## src/rtl/core/cpp_pkg.sv

```systemverilog
// Shared constants, register codes and types for the camera projection block.
package cpp_pkg;

   // Default widths and fixed field layouts.
   localparam int CoordWidth      = 32;
   localparam int ScreenWidth     = 16;
   localparam int AxisField       = 16;
   localparam int AxisFrac        = 14;
   localparam int LensField       = 16;
   localparam int ResField        = 16;
   localparam int AxisWidth       = 48;
   localparam int LensWidth       = 48;
   localparam int ScreenSizeWidth = 32;
   localparam int CsrIndexWidth   = 3;
   localparam int CsrDataWidth    = 48;
   localparam int QueueDepth      = 2;

   // Register reset values.
   localparam logic [AxisWidth-1:0]       RightAxisReset  = 48'd16384;
   localparam logic [AxisWidth-1:0]       UpAxisReset     = 48'd1073741824;
   localparam logic [AxisWidth-1:0]       ViewAxisReset   = 48'd70368744177664;
   localparam logic [LensWidth-1:0]       LensReset       = 48'd1099528470784;
   localparam logic [ScreenSizeWidth-1:0] ScreenSizeReset = 32'd0;

   // Register indexes on the configuration port.
   typedef enum logic [CsrIndexWidth-1:0] {
      CSR_CENTER_X      = 3'd0,
      CSR_CENTER_Y      = 3'd1,
      CSR_CENTER_Z      = 3'd2,
      CSR_RIGHT_AXIS    = 3'd3,
      CSR_UP_AXIS       = 3'd4,
      CSR_VIEW_AXIS     = 3'd5,
      CSR_LENS_GEOMETRY = 3'd6,
      CSR_SCREEN_SIZE   = 3'd7
   } csr_index_type;

   // Fill status of the queue between front and back.
   typedef struct packed {
      logic empty;
      logic full;
   } queue_status_type;

endpackage

```

## src/rtl/core/cpp_queue.sv

```systemverilog
// Short queue of view coordinates between the front and the back.
module cpp_queue #(
   parameter int DW    = 97,
   parameter int DEPTH = cpp_pkg::QueueDepth
) (
   input  logic                      clock,
   input  logic                      reset,
   input  logic                      push,
   input  logic [DW-1:0]             push_data,
   input  logic                      pop,
   output logic [DW-1:0]             pop_data,
   output cpp_pkg::queue_status_type status
);

   localparam int AW   = (DEPTH > 1) ? $clog2(DEPTH) : 1;
   localparam int CNTW = $clog2(DEPTH + 1);

   logic [DW-1:0]   entry_ff [DEPTH];
   logic [AW-1:0]   wr_ptr_ff, wr_ptr_in;
   logic [AW-1:0]   rd_ptr_ff, rd_ptr_in;
   logic [CNTW-1:0] count_ff, count_in;
   logic            do_push, do_pop;

   assign do_push = push && (count_ff != CNTW'(DEPTH));
   assign do_pop  = pop && (count_ff != '0);

   // Pointer and fill count update.
   always_comb begin
      wr_ptr_in = wr_ptr_ff;
      rd_ptr_in = rd_ptr_ff;
      count_in  = count_ff;
      if (do_push) begin
         wr_ptr_in = (wr_ptr_ff == AW'(DEPTH - 1)) ? '0 : wr_ptr_ff + AW'(1);
      end
      if (do_pop) begin
         rd_ptr_in = (rd_ptr_ff == AW'(DEPTH - 1)) ? '0 : rd_ptr_ff + AW'(1);
      end
      if (do_push && !do_pop) begin
         count_in = count_ff + CNTW'(1);
      end else if (do_pop && !do_push) begin
         count_in = count_ff - CNTW'(1);
      end
   end

   always_ff @(posedge clock) begin
      if (reset) begin
         wr_ptr_ff <= '0;
         rd_ptr_ff <= '0;
         count_ff  <= '0;
      end else begin
         wr_ptr_ff <= wr_ptr_in;
         rd_ptr_ff <= rd_ptr_in;
         count_ff  <= count_in;
      end
   end

   // Entry storage.
   always_ff @(posedge clock) begin
      if (do_push) begin
         entry_ff[wr_ptr_ff] <= push_data;
      end
   end

   assign pop_data     = entry_ff[rd_ptr_ff];
   assign status.empty = (count_ff == '0);
   assign status.full  = (count_ff == CNTW'(DEPTH));

endmodule

```

## config.mk

```make
export PLATFORM = sky130hd
export DESIGN_NAME = cpp_queue
export DESIGN_NICKNAME = d
export VERILOG_FILES = /design/src/rtl/core/cpp_pkg.sv /design/src/rtl/core/cpp_queue.sv
export SDC_FILE = /design/constraint.sdc
export NUM_CORES = 1
export LEC_CHECK = 0
export BUFFER_PORTS_ARGS = -buffer_cell sky130_fd_sc_hd__buf_2
export CAP_MARGIN = 40
export CORE_UTILIZATION = 50
export CTS_CLUSTER_DIAMETER = 200
export DETAILED_ROUTE_END_ITERATION = 12
export PLACE_DENSITY = 0.77
export REMOVE_ABC_BUFFERS = 1
export SYNTH_ARGS = -nofsm -noshare
export SYNTH_HDL_FRONTEND = slang
export SYNTH_SLANG_ARGS = --single-unit
```

## constraint.sdc

```tcl
create_clock -name clock -period 5.7 [get_ports clock]
set_input_delay 0.855 -clock clock [delete_from_list [all_inputs] [get_ports clock]]
set_output_delay 0.855 -clock clock [all_outputs]
set_load 0.005 [all_outputs]
```

==> results of run 1 <==
==> path summary, 6_finish.rpt <==
| path | start | to | slack (ns) | cells past startpoint |
|---|---|---|---|---|
| max | flip-flop | pop_data[96] | 2.78 | 3 |
| min reg2reg | wr_ptr_ff$_SDFFE_PP0P_ | wr_ptr_ff$_SDFFE_PP0P_ | 0.50 | 2 |
| max reg2reg | count_ff[0]$_SDFFE_PP0P_ | entry_ff[0][68]$_DFFE_PP_ | 3.23 | 4 |
| min | wr_ptr_ff$_SDFFE_PP0P_ | wr_ptr_ff$_SDFFE_PP0P_ | 0.50 | 2 |
==> cell usage in the layout (no fill, tap or decap) <==
master / n
buf_2: 199
edfxtp_1: 194
mux2_2: 67
mux2_4: 30
clkbuf_16: 17
nor2_1: 5
dfxtp_1: 4
o21ai_0: 3
xor2_1: 3
clkinvlp_4: 3
clkbuf_1: 3
bufinv_16: 3
buf_4: 3
or3_1: 2
a21oi_1: 2
clkinv_2: 2
clkinv_4: 2
diode_2: 1
inv_1: 1
nor2b_2: 1
and2_4: 1
inv_4: 1
ha_1: 1
dfxtp_4: 1
inv_6: 1
clkinv_1: 1
buf_16: 1
==> layout make-up <==
type / count / area (um^2)
well taps: 180 / 225.2
diodes: 1 / 2.502
flip-flops and latches: 199 / 5929
clock inverters: 12 / 152.6
fillers: 994 / 4976
inverters: 2 / 10.01
repair buffers: 203 / 1046
multi-input cells: 115 / 1318
clock buffers: 20 / 436.7
==> registers in the layout, summed over array words and instances (netlist names), named ones only <==
signal / cells
rd_ptr_ff: 1
wr_ptr_ff: 1
count_ff: 2
entry_ff: 194
==> stage by stage <==
step | util (%) | cells | hold slack (ns)
floorplan | - | 316 | 0.4516
detailed placement | 60.50 | 699 | 0.4897
CTS | 64.68 | 731 | 0.4996
global placement | 60.31 | 698 | 0.4730
global route | 64.68 | 731 | 0.5466
finish | 64.70 | 732 | 0.4976
==> power by group <==
part           total (W)  switching [W]  leakage [nW]  internal (W)
clock network    0.00118       0.000492         0.278      0.000690
registers        0.00192      0.0000762          1.85       0.00184
logic           0.000897       0.000415          1.33      0.000483
==> cells by family (layout without fill, tap and decap cells) <==
kind of cell	after synthesis	count (layout)	share of synthesized area [%]
xor+xnor	3	3	0.3583
buf+inv	13	237	1.279
fa+ha+maj	1	1	0.1706
simple gates	9	9	0.6313
other cells	0	1	0
flops	199	199	80.79
mux	97	97	16.43
compound gates	5	5	0.3411
==> critical path: stages (launching register included) <==
cell     delay [ns]
dfxtp_4        0.60
buf_4          0.48
mux2_2         0.41
buf_2          0.15
==> metal layers <==
metal  vias to the layer above  global-route usage, %
met5                         -                      0
met4                         0                  7.003
met3                        16                  6.411
met2                       141                  29.00
met1                      1827                  19.10
li1                       1710                      -
==> qor.yml, run 1 <==
status: "complete, no violations"
ys_seq_area_share_pct: 80.79
totalWireLength_um: 12710
start_util_pct: 52.03
async_flop_share_pct: 0
via_count: 3694
synth_top_area_share_pct: 79.43
p_leak_nw: 3.460
die-area_um2: 15160
worstMarginPinSlew_ns: 0.7937
clk_path_buf_depth: 2
grt_use_total_pct: 16.96
grt_pass1_wl_um: 18430
dr.pass1.iters: 4
power_density_nw_per_um2: 438.2
htreeDepth: 4
total_power_w: 0.003997
io_pins: 200
vias_per_cell: 5.046
final.setup.worst_slack_ns: 2.776
syn_area_um2: 7335
synth_area_leaders: "edfxtp_1, mux2_2, mux2_4"
required_ns: 4.85
insertion_delay_ns: 0.42
synthToLayoutAreaGrowth_pct: 24.34
layout_min_cycle_time_ns: 2.924
syn_avg_cell_area_um2: 22.43
synth_top_area_cell: "edfxtp_1"
hold_class: "reg -> reg"
ant_nets: 0
cts_inserted_buffers: 17
post-route-period-util_pct: 51.30
io_buffers: 199
routed.top_layer: "met4"
die_y_um: 123.1
cts_resized: 0
cts.sinks: 199
synth_commonest_cells: "edfxtp_1, mux2_2, mux2_4, buf_2"
tns_ns: 0
skew_ns: 0.007179
dieWidth_um: 123.1
cp_max_fo: 29
grt_max_degree: 58
setup-violations-final: 0
cp-start-kind: "flip-flop"
final_nets: 640
ctsRootBufferMaster: "clkbuf_16"
postCtsSetupRepairBufs: 0
synth_warnings: 0
synth-edff-count: 194
place_ws_ns: 2.706
placed_area_um2: 8528
cp_data_arrival_time_ns: 2.07
overflow: 0
endpoint_kind: "primary output"
grt_pass1_vias: 3707
synth.most_common_cell: "edfxtp_1"
clk_pin_slew_ns: 0.07
stdcell_area_um2: 9120
dp_hpwl_um: 8421
rows: 43
rsz0062_at_grt: "false"
core_area_um2: 14100
synth-seq-cells: 199
routabilityCongestion: 0.7354
wl_met2_um: 6481
routedWlPerCell_um: 17.36
worst-setup-path-type: "reg -> out"
drive_gt1_share_pct: 60.25
max_freq_mhz: 342.0
synth_ff_type: "edfxtp_1"
drtIter0Drc: 216
synthCells: 327
drv_cap: 0
synth_cell_types: 15
ctsHoldBuffers: 0
drv_slew: 0
wl_met1_um: 4970
cts_tree: "done"
relSlewSlack_pct: 47.09
antenna_found_initial: 0
vdd_drop_max_uv: 251.3
met3WireLength_um: 1079
hold_viol: 0
drc: 0
(Power assumes the default switching activity.)
==> inputs of run 2 (changes only) <==
Settings changed: ABC_AREA from default to 1.
Clock period 5.7 ns to 3 ns, I/O delays scaled along.
==> qor.yml, run 2 <==
status: "complete, no violations"
drive_gt1_share_pct: 58.61  # -1.6 points
ys_seq_area_share_pct: 80.52  # -0.27 points
vdd_drop_max_uv: 508.7  # +100%
max_freq_mhz: 419.4
grt_max_degree: 98  # +69%
hold_viol: 0  # unchanged
synth_ff_type: "edfxtp_1"
cp_data_arrival_time_ns: 1.93  # -0.14 ns
register_area_um2: 5929  # unchanged
synth-xor-area-share_pct: 0  # -0.36 points
post-place-cells: 711  # +1.7%
synth_top_family_by_area: "multiplexers"
final_nets: 652  # +1.9%
post-route-period-util_pct: 79.49
die_y_um: 123.3  # +0.17%
io_buffers: 199  # unchanged
synthSimpleGateAreaFrac_pct: 0.9011  # +0.27 points
finalNonFillerCells: 743  # +1.5%
clk_path_buf_depth: 2  # unchanged
dp_hpwl_um: 8211  # -2.5%
grt_pass1_vias: 3826  # +3.2%
ctsHoldBuffers: 0  # unchanged
drtIter0Drc: 287  # +33%
grt_use_total_pct: 17.29  # +0.33 points
grt_pass1_wl_um: 19060  # +3.4%
layout_min_cycle_time_ns: 2.385
synth_commonest_cells: "edfxtp_1, mux2_2, mux2_4, inv_1, nor2_1"
placed_area_um2: 8581  # +0.62%
insertion_delay_ns: 0.42  # about the same
cts.sinks: 199  # unchanged
rsz0062_at_grt: "false"
slowest_delay_ns: 0.58  # -0.02 ns
syn_avg_cell_area_um2: 21.71  # -3.2%
core_area_um2: 14100  # unchanged
stdcell_area_um2: 9178  # +0.63%
syn_area_um2: 7360  # +0.34%
antenna_found_initial: 0  # unchanged
multi_input_area_um2: 1329  # +0.85%
synthCells: 339  # +3.7%
worstMarginPinSlew_ns: 0.8697  # +0.07601 ns
ctsRootBufferMaster: "clkbuf_16"
via_count: 3726  # +0.87%
cp_max_fo: 56  # +93%
cts_resized: 0  # unchanged
final_common_cell: "buf_2"
cts_inserted_buffers: 17  # unchanged
setup-violations-final: 0  # unchanged
regMostFlops: "entry_ff"
top_regs: "entry_ff: 194 flops, count_ff: 2 flops"
drv_cap: 0  # unchanged
clk_pin_slew_ns: 0.07  # about the same
skew_ns: 0.009256  # +0.002078 ns
synth_warnings: 0  # unchanged
muxShareOfSynthArea_pct: 16.37  # -0.056 points
hold_class: "in -> reg"
die-area_um2: 15210  # +0.33%
synth_cell_types: 15  # unchanged
synth-seq-cells: 199  # unchanged
endpoint_kind: "primary output"
synth.most_common_cell: "edfxtp_1"
ant_nets: 0  # unchanged
critPathSlowestCell: "dfxtp_4"
path_delay_family: "flip-flops"
synth_compound_area_share_pct: 0.4080  # +0.067 points
vias_per_cell: 5.015  # -0.63%
worst-setup-path-type: "reg -> out"
rows: 43  # unchanged
drv_slew: 0  # unchanged
totalWireLength_um: 12740  # +0.25%
dr.pass1.iters: 6  # +2
required_ns: 2.55  # -2.30 ns
power_density_nw_per_um2: 813.1  # +86%
routedWlPerCell_um: 17.15  # -1.2%
synth_top_area_cell: "edfxtp_1"
postCtsSetupRepairBufs: 0  # unchanged
drc: 0  # unchanged
synthToLayoutAreaGrowth_pct: 24.70
cp_num_buf_inv: 2  # unchanged
final_cell_mix: "buf_2, edfxtp_1, mux2_2"
path_cells: "buf_12 -> mux2_2 -> buf_2"
place_ws_ns: 0.9755  # -1.731 ns
n_antenna_cell: 0  # -1
p_leak_nw: 3.491  # +0.88%
nFillCells: 985  # -0.91%
dieWidth_um: 123.3  # +0.17%
cp-start-kind: "flip-flop"
io_pins: 200  # unchanged
synth_area_leaders: "edfxtp_1, mux2_2, mux2_4"
async_flop_share_pct: 0  # unchanged
cts_tree: "done"
relSlewSlack_pct: 41.41  # -5.7 points
final.setup.worst_slack_ns: 0.6154  # -2.160 ns
synth-edff-count: 194  # unchanged
routabilityCongestion: 0.7214  # -1.9%
synthAdderAreaFrac_pct: 0.1700  # -0.00058 points
overflow: 0  # unchanged
start_util_pct: 52.21  # +0.18 points
synth_top_area_share_pct: 79.16  # -0.27 points
htreeDepth: 4  # unchanged
largest_reg_flops: 194  # unchanged
run 2: worst reg2reg max path, cell delays in order, from the launching register on:
cell	delay, ns
dfxtp_1	0.37
inv_1	0.09
o21ai_0	0.69
inv_1	0.15
ha_1	0.36
inv_1	0.09
nand3_1	0.08
nand2_1	0.06
inv_1	0.04
nor2_1	0.08
run 2: final cells by class:
| class | count | area share (%) |
|---|---|---|
| tap | 180 | 2.454 |
| inverter | 9 | 0.3681 |
| clock inverter | 8 | 1.363 |
| multi-input combinational | 120 | 14.48 |
| sequential | 199 | 64.61 |
| timing repair buffer | 203 | 11.59 |
| clock buffer | 24 | 5.140 |
run 2: final timing paths:
path,from,endpoint,slack [ns],cells after the start
worst min-delay path,push_data[72],entry_ff[0][72]$_DFFE_PP_,0.22,1
worst max register to register,count_ff[1]$_SDFFE_PP0P_,count_ff[1]$_SDFFE_PP0P_,0.94,9
worst min register to register,wr_ptr_ff$_SDFFE_PP0P_,wr_ptr_ff$_SDFFE_PP0P_,0.55,2
worst max-delay path,flip-flop,pop_data[94],0.62,3
run 2: cell families after synthesis:
family                     count (synthesis)
DFF                                      199
muxes                                     97
buffers and inverters                     20
and+or+nand+nor                           16
AOI/OAI and AO/OA                          6
adders and majority gates                  1
run 2: metrics by stage:
stage / util (%) / total power [W] / setup TNS [ns] / hold slack (ns)
after floorplan: - / 0.004702 / -497.05 / 0.4761
after global placement: 60.87 / 0.005229 / 0 / 0.5179
after detailed placement: 60.87 / 0.005278 / 0 / 0.5407
after CTS: 65.11 / 0.007528 / 0 / 0.1955
after global routing: 65.11 / 0.007808 / 0 / 0.1921
final: 65.11 / 0.007462 / 0 / 0.2165
run 2: metal layers:
metal	global-route usage, %	share of wire, %	wire length (um)
met2	28.35	49	6228
met4	7.530	1.7	221
met5	0	0	0
met3	5.673	7.2	921
met1	20.92	42	5371
run 2: report_power, final:
part / leakage [nW] / total (W) / internal [W] / switching, W
clock: 0.277 / 0.00227 / 0.00136 / 0.000909
sequential: 1.85 / 0.00365 / 0.00352 / 0.000136
combinational: 1.36 / 0.00155 / 0.000808 / 0.000738
total: 3.49 / 0.00746 / 0.00568 / 0.00178
==> inputs of run 3 (changes only) <==
Clock period 3 ns to 2.3 ns, I/O delays scaled along.
==> qor.yml, run 3 (same netlist as run 2, synthesis figures left out) <==
ant_nets: 0  # unchanged
grt_pass1_wl_um: 18610  # -2.4%
drv_cap: 0  # unchanged
rows: 43  # unchanged
io_pins: 200  # unchanged
io_buffers: 199  # unchanged
post-route-period-util_pct: 90.95
r2r-end: "count_ff[1]$_SDFFE_PP0P_"
drtIter0Drc: 252  # -12%
totalWireLength_um: 12700  # -0.35%
final_cell_mix: "buf_2, edfxtp_1, mux2_2"
vias_per_cell: 5.083  # +1.4%
cts.sinks: 199  # unchanged
status: "complete, no violations"
max_freq_mhz: 478.1
vdd_drop_max_uv: 631.8  # +24%
stdcell_area_um2: 9171  # about the same
register_area_um2: 5929  # unchanged
switching_share_pct: 24.94  # +1.1 points
die-area_um2: 15210  # unchanged
regMostFlops: "entry_ff"
insertion_delay_ns: 0.43  # about the same
r2r_setup_slack_ns: 0.21  # -0.73 ns
dr.pass1.iters: 4  # -2
final_common_cell: "buf_2"
rsz0062_at_grt: "false"
worstHoldEndpoint: "entry_ff[1][85]$_DFFE_PP_"
cp_max_fo: 4  # -93%
final_nets: 654  # +0.31%
netSwitchingPower_w: 0.002387  # +34%
die_y_um: 123.3  # unchanged
nFillCells: 993  # +0.81%
htreeDepth: 4  # unchanged
postCtsSetupRepairBufs: 0  # unchanged
worstMarginPinSlew_ns: 0.7868  # -0.08295 ns
min-delay-start: "push_data[85]"
drive_gt1_share_pct: 59.29  # +0.68 points
cts_resized: 0  # unchanged
p_int_w: 0.007186  # +27%
setup-violations-final: 0  # unchanged
drv_slew: 0  # unchanged
hold_slack_ns: 0.1028  # -0.1138 ns
top_regs: "entry_ff: 194 flops, count_ff: 2 flops"
dp_hpwl_um: 8316  # +1.3%
cp-start-kind: "flip-flop"
layout_min_cycle_time_ns: 2.092
skew_ns: 0.009161  # -0.00009565 ns
start_util_pct: 52.21  # unchanged
clk_pin_slew_ns: 0.07  # about the same
grt_max_degree: 57  # -42%
clk_path_buf_depth: 2  # unchanged
largest_reg_flops: 194  # unchanged
antenna_found_initial: 1  # +1
multi_input_area_um2: 1329  # unchanged
routedWlPerCell_um: 17.04  # -0.62%
hold_depth: 1  # unchanged
ctsRootBufferMaster: "clkbuf_16"
comb_power_share_pct: 22.1  # +1.4 points
via_count: 3787  # +1.6%
grt_use_total_pct: 16.83  # -0.45 points
p_leak_nw: 3.497  # +0.19%
placed_area_um2: 8621  # +0.47%
dieWidth_um: 123.3  # unchanged
ctsHoldBuffers: 0  # unchanged
hold_viol: 0  # unchanged
hold_class: "in -> reg"
worst-setup-path-type: "reg -> reg"
endpoint_kind: "flip-flop"
overflow: 0  # unchanged
cts_tree: "done"
required_ns: 2.67  # +0.12 ns
reg2reg_from: "count_ff[1]$_SDFFE_PP0P_"
core_area_um2: 14100  # unchanged
power_density_nw_per_um2: 1044  # +28%
cts_inserted_buffers: 17  # unchanged
routabilityCongestion: 0.7901  # +9.5%
drc: 0  # unchanged
n_antenna_cell: 0  # unchanged
relSlewSlack_pct: 46.99  # +5.6 points
grt_pass1_vias: 3768  # -1.5%
p_clk_share_pct: 28.7  # -1.7 points
seq_power_share_pct: 49.2  # +0.3 points
synthToLayoutAreaGrowth_pct: 24.62  # about the same
reg2regPathDepth: 9  # unchanged
cp_data_arrival_time_ns: 2.46  # +0.53 ns
-- run 3: per-stage QoR --
stage / cells / TNS [ns] / power, W / utilization [%] / setup slack (ns)
2_1_floorplan: 328 / -681.27 / 0.006133 / - / -2.850
3_3_place_gp: 713 / 0 / 0.006847 / 61.16 / 0.4543
3_5_place_dp: 713 / 0 / 0.006933 / 61.16 / 0.2411
4_1_cts: 745 / 0 / 0.009667 / 65.06 / 0.2290
5_1_grt: 745 / 0 / 0.009988 / 65.06 / 0.02851
6_report: 745 / 0 / 0.009573 / 65.06 / 0.2082
-- run 3: critical path, cell delays in order (launching register included) --
cell	delay, ns
dfxtp_1	0.37
inv_1	0.10
o21ai_0	0.63
inv_1	0.17
ha_1	0.37
inv_1	0.09
nand3_1	0.09
nand2_1	0.08
inv_1	0.05
nor2_1	0.08
-- run 3: power by group through the flow --
stage,Combinational (W),Clock [W],Sequential [W]
2_1_floorplan,0.00116,0,0.00497
3_3_place_gp,0.00209,0,0.00475
3_5_place_dp,0.00214,0,0.00479
4_1_cts,0.00215,0.00280,0.00472
5_1_grt,0.00231,0.00292,0.00476
6_report,0.00212,0.00275,0.00471
-- run 3: worst max-delay path by stage --
stage	slack [ns]	start	to	cells past startpoint
3_5_place_dp	0.24	count_ff[1]$_SDFFE_PP0P_	count_ff[1]$_SDFFE_PP0P_	9
6_report	0.21	count_ff[1]$_SDFFE_PP0P_	count_ff[1]$_SDFFE_PP0P_	9
5_1_grt	0.03	count_ff[1]$_SDFFE_PP0P_	count_ff[1]$_SDFFE_PP0P_	9
3_3_place_gp	0.45	count_ff[1]$_SDFFE_PP0P_	count_ff[1]$_SDFFE_PP0P_	9
4_1_cts	0.23	count_ff[1]$_SDFFE_PP0P_	count_ff[1]$_SDFFE_PP0P_	9
2_1_floorplan	-2.85	count_ff[0]$_SDFFE_PP0P_	entry_ff[0][0]$_DFFE_PP_	2
-- run 3: final cells by class --
type,count,area share (%)
Timing Repair Buffer,205,12.03
Clock buffer,20,4.870
Tap cell,180,2.456
Clock inverter,12,1.132
Sequential cell,199,64.65
Multi-Input combinational cell,120,14.49
Inverter,9,0.3683
-- run 3: layer usage --
metal / track usage [%] / routed length (um) / vias up / part of all wire [%]
met5: 0 / 17 / - / 0.13
met4: 7.003 / 202 / 2 / 1.6
met3: 6.135 / 952 / 19 / 7.5
met2: 27.65 / 6272 / 141 / 49
met1: 20.04 / 5253 / 1867 / 41
li1: - / - / 1758 / -
